### config.mk
export PLATFORM = sky130hd
export DESIGN_NAME = opf_cordic
export DESIGN_NICKNAME = d
export VERILOG_FILES = /design/src/opf_pkg.sv /design/src/opf_cordic.sv
export SDC_FILE = /design/constraint.sdc
export NUM_CORES = 2
export LEC_CHECK = 0
export BUFFER_PORTS_ARGS = -buffer_cell sky130_fd_sc_hd__buf_4
export CORE_ASPECT_RATIO = 1.2
export CORE_UTILIZATION = 25
export CTS_CLUSTER_DIAMETER = 60
export DETAILED_ROUTE_END_ITERATION = 6
export PLACE_DENSITY = 0.42
export SETUP_SLACK_MARGIN = 0.15
export SLEW_MARGIN = 40
export SYNTH_ARGS = -nofsm -noshare
export SYNTH_HDL_FRONTEND = slang
export SYNTH_SLANG_ARGS = --single-unit
### constraint.sdc
create_clock -name clk -period 11.18 [get_ports clk]
set_input_delay 0.559 -clock clk [delete_from_list [all_inputs] [get_ports clk]]
set_output_delay 0.559 -clock clk [all_outputs]
set_load 0.01 [all_outputs]
### src/opf_pkg.sv
// Package for the odometry pose fusion block: fixed-point constants and the
// CORDIC arctangent table. No dependencies.
package opf_pkg;

    localparam logic signed [63:0] Q28_PI      = 64'sd843314857;
    localparam logic signed [63:0] Q28_TWO_PI  = 64'sd1686629713;
    localparam logic signed [63:0] Q28_HALF_PI = 64'sd421657428;
    localparam logic signed [31:0] CAM_LIMIT   = 32'sd327680000;
    localparam logic signed [63:0] CORDIC_GAIN = 64'sd652032874;
    localparam int unsigned CORDIC_STEPS       = 28;

    localparam logic [15:0] RADIUS_RESET = 16'd4719;
    localparam logic [23:0] INV_TRACK_RESET = 24'd262144;

    localparam logic signed [31:0] FUSED_X_RESET = 32'sd78643;
    localparam logic signed [31:0] FUSED_Y_RESET = 32'sd116654;
    localparam logic signed [31:0] FUSED_H_RESET = -32'sd421657428;

    // Opcodes of an input word.
    localparam logic [1:0] OP_ENCODER = 2'd0;
    localparam logic [1:0] OP_CAMERA  = 2'd1;
    localparam logic [1:0] OP_TOGGLE  = 2'd2;
    localparam logic [1:0] OP_TICK    = 2'd3;

    // Configuration register indexes.
    localparam logic [1:0] CFG_RADIUS_LEFT  = 2'd0;
    localparam logic [1:0] CFG_RADIUS_RIGHT = 2'd1;
    localparam logic [1:0] CFG_INV_TRACK    = 2'd2;

    // Arctangent of 2^-i in Q2.30.
    function automatic logic signed [63:0] atan_entry(input logic [4:0] i);
        logic signed [63:0] r;
        case (i)
            5'd0: r = 64'sd843314857;
            5'd1: r = 64'sd497837829;
            5'd2: r = 64'sd263043837;
            5'd3: r = 64'sd133525159;
            5'd4: r = 64'sd67021687;
            5'd5: r = 64'sd33543516;
            5'd6: r = 64'sd16775851;
            5'd7: r = 64'sd8388437;
            5'd8: r = 64'sd4194283;
            5'd9: r = 64'sd2097149;
            default: r = 64'sd1 <<< (6'd30 - {1'b0, i});
        endcase
        return r;
    endfunction

    function automatic logic signed [31:0] sat32(input logic signed [63:0] v);
        logic signed [31:0] r;
        if (v > 64'sd2147483647)
            r = 32'sh7FFFFFFF;
        else if (v < -64'sd2147483648)
            r = 32'sh80000000;
        else
            r = v[31:0];
        return r;
    endfunction

endpackage

### src/opf_cordic.sv
// Iterative CORDIC unit: one rotation a cycle, giving cos and sin in Q2.30.
// Depends on opf_pkg.
module opf_cordic
    import opf_pkg::*;
(
    input  logic                clk,
    input  logic                rst_n,
    input  logic                start,
    input  logic signed [63:0]  angle,
    output logic                done,
    output logic signed [63:0]  cos_out,
    output logic signed [63:0]  sin_out
);

    typedef enum logic [1:0] {S_IDLE, S_REDUCE, S_ROTATE, S_DONE} cstate_t;

    cstate_t            state_reg;
    logic signed [63:0] x_reg, y_reg, z_reg, a_reg;
    logic [4:0]         step_reg;
    logic [5:0]         guard_reg;
    logic               neg_reg;

    logic signed [63:0] ys, xs, zs_at;
    assign ys    = y_reg >>> step_reg;
    assign xs    = x_reg >>> step_reg;
    assign zs_at = atan_entry(step_reg);

    // Output negation for angles folded from the far half-plane.
    assign done    = (state_reg == S_DONE);
    assign cos_out = neg_reg ? -x_reg : x_reg;
    assign sin_out = neg_reg ? -y_reg : y_reg;

    // Sequencer: reduce the angle one turn a cycle, fold, then rotate.
    always_ff @(posedge clk or negedge rst_n)
    begin
        if (!rst_n)
        begin
            state_reg <= S_IDLE;
            step_reg  <= '0;
            guard_reg <= '0;
            neg_reg   <= 1'b0;
        end
        else
        begin
            case (state_reg)
                S_IDLE:
                begin
                    if (start)
                    begin
                        a_reg     <= angle;
                        guard_reg <= '0;
                        state_reg <= S_REDUCE;
                    end
                end
                S_REDUCE:
                begin
                    if (a_reg > Q28_PI && guard_reg < 6'd16)
                    begin
                        a_reg     <= a_reg - Q28_TWO_PI;
                        guard_reg <= guard_reg + 6'd1;
                    end
                    else if (a_reg <= -Q28_PI && guard_reg < 6'd32)
                    begin
                        a_reg     <= a_reg + Q28_TWO_PI;
                        guard_reg <= guard_reg + 6'd1;
                    end
                    else
                    begin
                        if (a_reg > Q28_HALF_PI)
                        begin
                            z_reg   <= (a_reg - Q28_PI) <<< 2;
                            neg_reg <= 1'b1;
                        end
                        else if (a_reg < -Q28_HALF_PI)
                        begin
                            z_reg   <= (a_reg + Q28_PI) <<< 2;
                            neg_reg <= 1'b1;
                        end
                        else
                        begin
                            z_reg   <= a_reg <<< 2;
                            neg_reg <= 1'b0;
                        end
                        x_reg     <= CORDIC_GAIN;
                        y_reg     <= '0;
                        step_reg  <= '0;
                        state_reg <= S_ROTATE;
                    end
                end
                S_ROTATE:
                begin
                    if (z_reg >= 0)
                    begin
                        x_reg <= x_reg - ys;
                        y_reg <= y_reg + xs;
                        z_reg <= z_reg - zs_at;
                    end
                    else
                    begin
                        x_reg <= x_reg + ys;
                        y_reg <= y_reg - xs;
                        z_reg <= z_reg + zs_at;
                    end
                    if (step_reg == 5'(CORDIC_STEPS - 1))
                        state_reg <= S_DONE;
                    step_reg <= step_reg + 5'd1;
                end
                S_DONE:
                begin
                    state_reg <= S_IDLE;
                end
                default:
                begin
                    state_reg <= S_IDLE;
                end
            endcase
        end
    end

endmodule

==> summary.txt <==
Timing
  – Max-slew violation count: 0
  – Aggregate negative setup slack: 0 ns
  – Clock skew: 0.0290 ns
  – Relative max-transition margin: 38.4%
  – Setup WS post-layout: 2.36 ns
  – Time the worst path needs with I/O delays and setup: 8.82 ns
  – Final setup violation count: 0
  – Portion of the clock cycle consumed by the worst path in the final layout: 78.9%
  – Hold Vio Cnt, Final: 0
  – Transition time of the tightest slew-check pin: 0.925 ns
  – Achievable frequency: 113 MHz
  – Unrepaired setup endpoints after global routing: false

Final layout
  – Fraction of final layout cells sized beyond drive strength 1: 14.7%
  – Nets: 5862
  – Commonest non-fill, non-tap cells in the layout: sky130_fd_sc_hd__nand2_1, sky130_fd_sc_hd__nor2_1, sky130_fd_sc_hd__a21oi_1, sky130_fd_sc_hd__o21ai_0, sky130_fd_sc_hd__xnor2_1
  – Most common cell after layout, fill and taps aside: sky130_fd_sc_hd__nand2_1
  – Post-route non-filler standard cell count: 7980
  – Final design utilization: 28.5%
  – Post-synthesis to final-layout area growth: 13.1%
  – Fill cell total of the finished layout: 19300

Worst setup path
  – Buffer and inverter count on the worst path: 1
  – Required time of the critical path: 11.57 ns
  – Kind of cell with the highest combined delay on the critical path: compound AO/OA/AOI/OAI gates
  – WS Path Type: register to register
  – Critical path endpoint category: register
  – Most repeated library cell on the critical path: sky130_fd_sc_hd__o21ai_0
  – Sequence of cells on the critical path: buf_12 -> mux4_2 -> mux2_2 -> mux4_2 -> a2111oi_4 -> nand4_2 -> nor4_4 -> nand3_1 -> nor3b_1 -> nor2_1 -> xnor2_1 -> ha_1 -> a21oi_1 -> o21ai_0 -> a2111oi_0 -> o211ai_1 -> o21ai_0 -> o21ai_0 -> o31ai_1 -> nand3b_1 -> a21oi_1 -> xor2_1 -> nor2_1
  – Worst endpoint data arrival time: 9.21 ns
  – Cell at the slowest stage of the critical path: sky130_fd_sc_hd__dfrtp_4
  – Worst-path fanout max: 90
  – Kind of start point of the critical path: register
  – Maximum cell stage delay along the critical path: 0.88 ns

Clock network
  – Clock slew seen by the registers of the worst setup and hold paths: 0.06 ns
  – Cts repair resizes: 0
  – Clk sink count: 270
  – Maximum root-to-sink buffer count: 3
  – CTS Root Buffer Type: sky130_fd_sc_hd__clkbuf_16
  – H-tree Lvls: 2
  – TritonCTS Buffers: 56
  – Post-CTS Hold Fix Bufs: 1
  – Post-CTS Setup Bufs: 0
  – Clock network latency to the later pin of the worst-skew pair: 0.67 ns
  – TritonCTS clock tree: yes

Synthesis
  – Unique masters post-synth: 102
  – Share of synthesized registers carrying an async set or reset: 5.19%
  – Prevailing post-synth register cell: sky130_fd_sc_hd__edfxtp_1
  – Library cell occupying the most area in the post-synthesis netlist: sky130_fd_sc_hd__edfxtp_1
  – Number of enable-type register cells in the synthesized netlist: 256
  – Synth Area per Inst: 8.09 µm²
  – Sequential element share of the synthesized area: 17.8%
  – Top cell type's share of synthesized area: 17.1%
  – Flops & latches, synth: 270
  – Syn_nets: 5905
  – Count of yosys warnings during synthesis: 0
  – Cells taking the most area after synthesis: sky130_fd_sc_hd__edfxtp_1, sky130_fd_sc_hd__mux4_2, sky130_fd_sc_hd__ha_1
  – Post-synth design cell area: 45000 µm²
  – Number of standard cells after synthesis: 5565

Placement
  – Pre-CTS setup slack: 2.30 ns
  – PortBufs: 195
  – Routability congestion estimate from global placement: 0.994
  – Placed wire-length estimate: 170000 µm
  – Number of placed cells counting well taps: 7870

Floorplan
  – Top-level I/O count: 196
  – Initial Utilization: 25.2%
  – Core area: 179000 µm²
  – Die footprint: 182000 µm²
  – Std cell rows: 170
  – Floorplan die width: 389 µm
  – Y dimension of the die: 467 µm

Detailed routing
  – Post-DR wirelength/cell: 27.5 µm
  – Vias per Instance: 5.67
  – Via count: 45200
  – Total routed wirelength: 220000 µm
  – Post-route antenna net violation count: 0
  – First-iteration detailed-routing DRC count: 3722
  – Remaining DRCs: 0
  – Pre-Repair DR Iteration Count: 6

Outcome
  – Result of the run: completed

Global route
  – Number of antenna violations at the first check in global routing: 5
  – Number of global-route vias before repair: 45000
  – Sum of overflow across all layers after global routing: 0
  – Combined global-route utilization of all metal layers: 23.4%
  – First-pass GRT wire length: 318000 µm
  – Maximum number of pins on one net before global-route repair: 126

Hold path
  – Worst min-delay path class: primary input to register

Run
  – Max capacitance violation total: 0
metal layers:
layer	vias up	track usage [%]	routed length, µm
met5	-	0	0
met4	0	13.8	14700
met3	466	3.14	11700
met2	1627	39.7	104000
met1	22200	28.2	89300
li1	20900	-	-
synth_stat cells, types with 48 or more instances:
cell type,number
sky130_fd_sc_hd__nand2b_1,80
sky130_fd_sc_hd__nor2_1,451
sky130_fd_sc_hd__a31oi_1,49
sky130_fd_sc_hd__xor2_1,202
sky130_fd_sc_hd__xnor2_1,364
sky130_fd_sc_hd__o31ai_1,69
sky130_fd_sc_hd__a21oi_1,424
sky130_fd_sc_hd__mux4_2,157
sky130_fd_sc_hd__or3_1,67
sky130_fd_sc_hd__o21ai_0,410
sky130_fd_sc_hd__nor2b_1,48
sky130_fd_sc_hd__nand2_1,547
sky130_fd_sc_hd__nand4_1,73
sky130_fd_sc_hd__nand3_1,125
sky130_fd_sc_hd__mux2_2,130
sky130_fd_sc_hd__edfxtp_1,256
sky130_fd_sc_hd__o22ai_1,52
sky130_fd_sc_hd__mux2i_1,173
sky130_fd_sc_hd__a211oi_1,56
sky130_fd_sc_hd__clkbuf_1,292
sky130_fd_sc_hd__inv_1,120
sky130_fd_sc_hd__a21o_1,168
sky130_fd_sc_hd__nor3_1,91
sky130_fd_sc_hd__ha_1,269
through the flow:
stage	instance area [µm²]	hold slack, ns
2_1_floorplan	45000	0.263
3_3_place_gp	48800	0.460
3_5_place_dp	48900	0.461
4_1_cts	50900	0.129
5_1_grt	50900	0.155
6_report	50900	0.185
area by class of cell:
type	instances	area (µm²)	share of cell area (%)
Sequential cell	270	8060	15.8
Multi-Input combinational cell	4766	35000	68.7
Tap cell	2408	3010	5.92
Antenna cell	3	7.51	0.0147
Clock inverter	43	522	1.02
Clock buffer	62	1460	2.86
Inverter	122	467	0.916
Timing Repair Buffer	306	2420	4.75
logic make-up (layout without fill, tap and decap cells):
group,count (synthesis),in the layout,share of synthesized area [%]
fa+ha+maj,273,273,7.65
other cells,0,3,0
simple gates,1773,1773,19.1
xor+xnor,566,566,11.0
mux,469,469,15.2
buf+inv,529,533,4.86
compound gates,1685,1685,24.3
flops,270,270,17.8
path summary, 6_finish.rpt:
kind,from,cells past startpoint,endpoint,slack (ns)
worst max-delay path,step_reg[1],23,y_reg[56],2.36
worst min-delay path,angle[19],2,a_reg[19],0.18
worst max register to register,step_reg[1],23,y_reg[56],2.36
worst min register to register,guard_reg[1],2,guard_reg[1],0.57
max in group asynchronous,rst_n,2,step_reg[1],10.61
min in group asynchronous,rst_n,2,state_reg[1],0.31
Power is left out: the tool's default activity adds up to more than one toggle a clock period on the data nets, which glitch-free logic cannot reach.
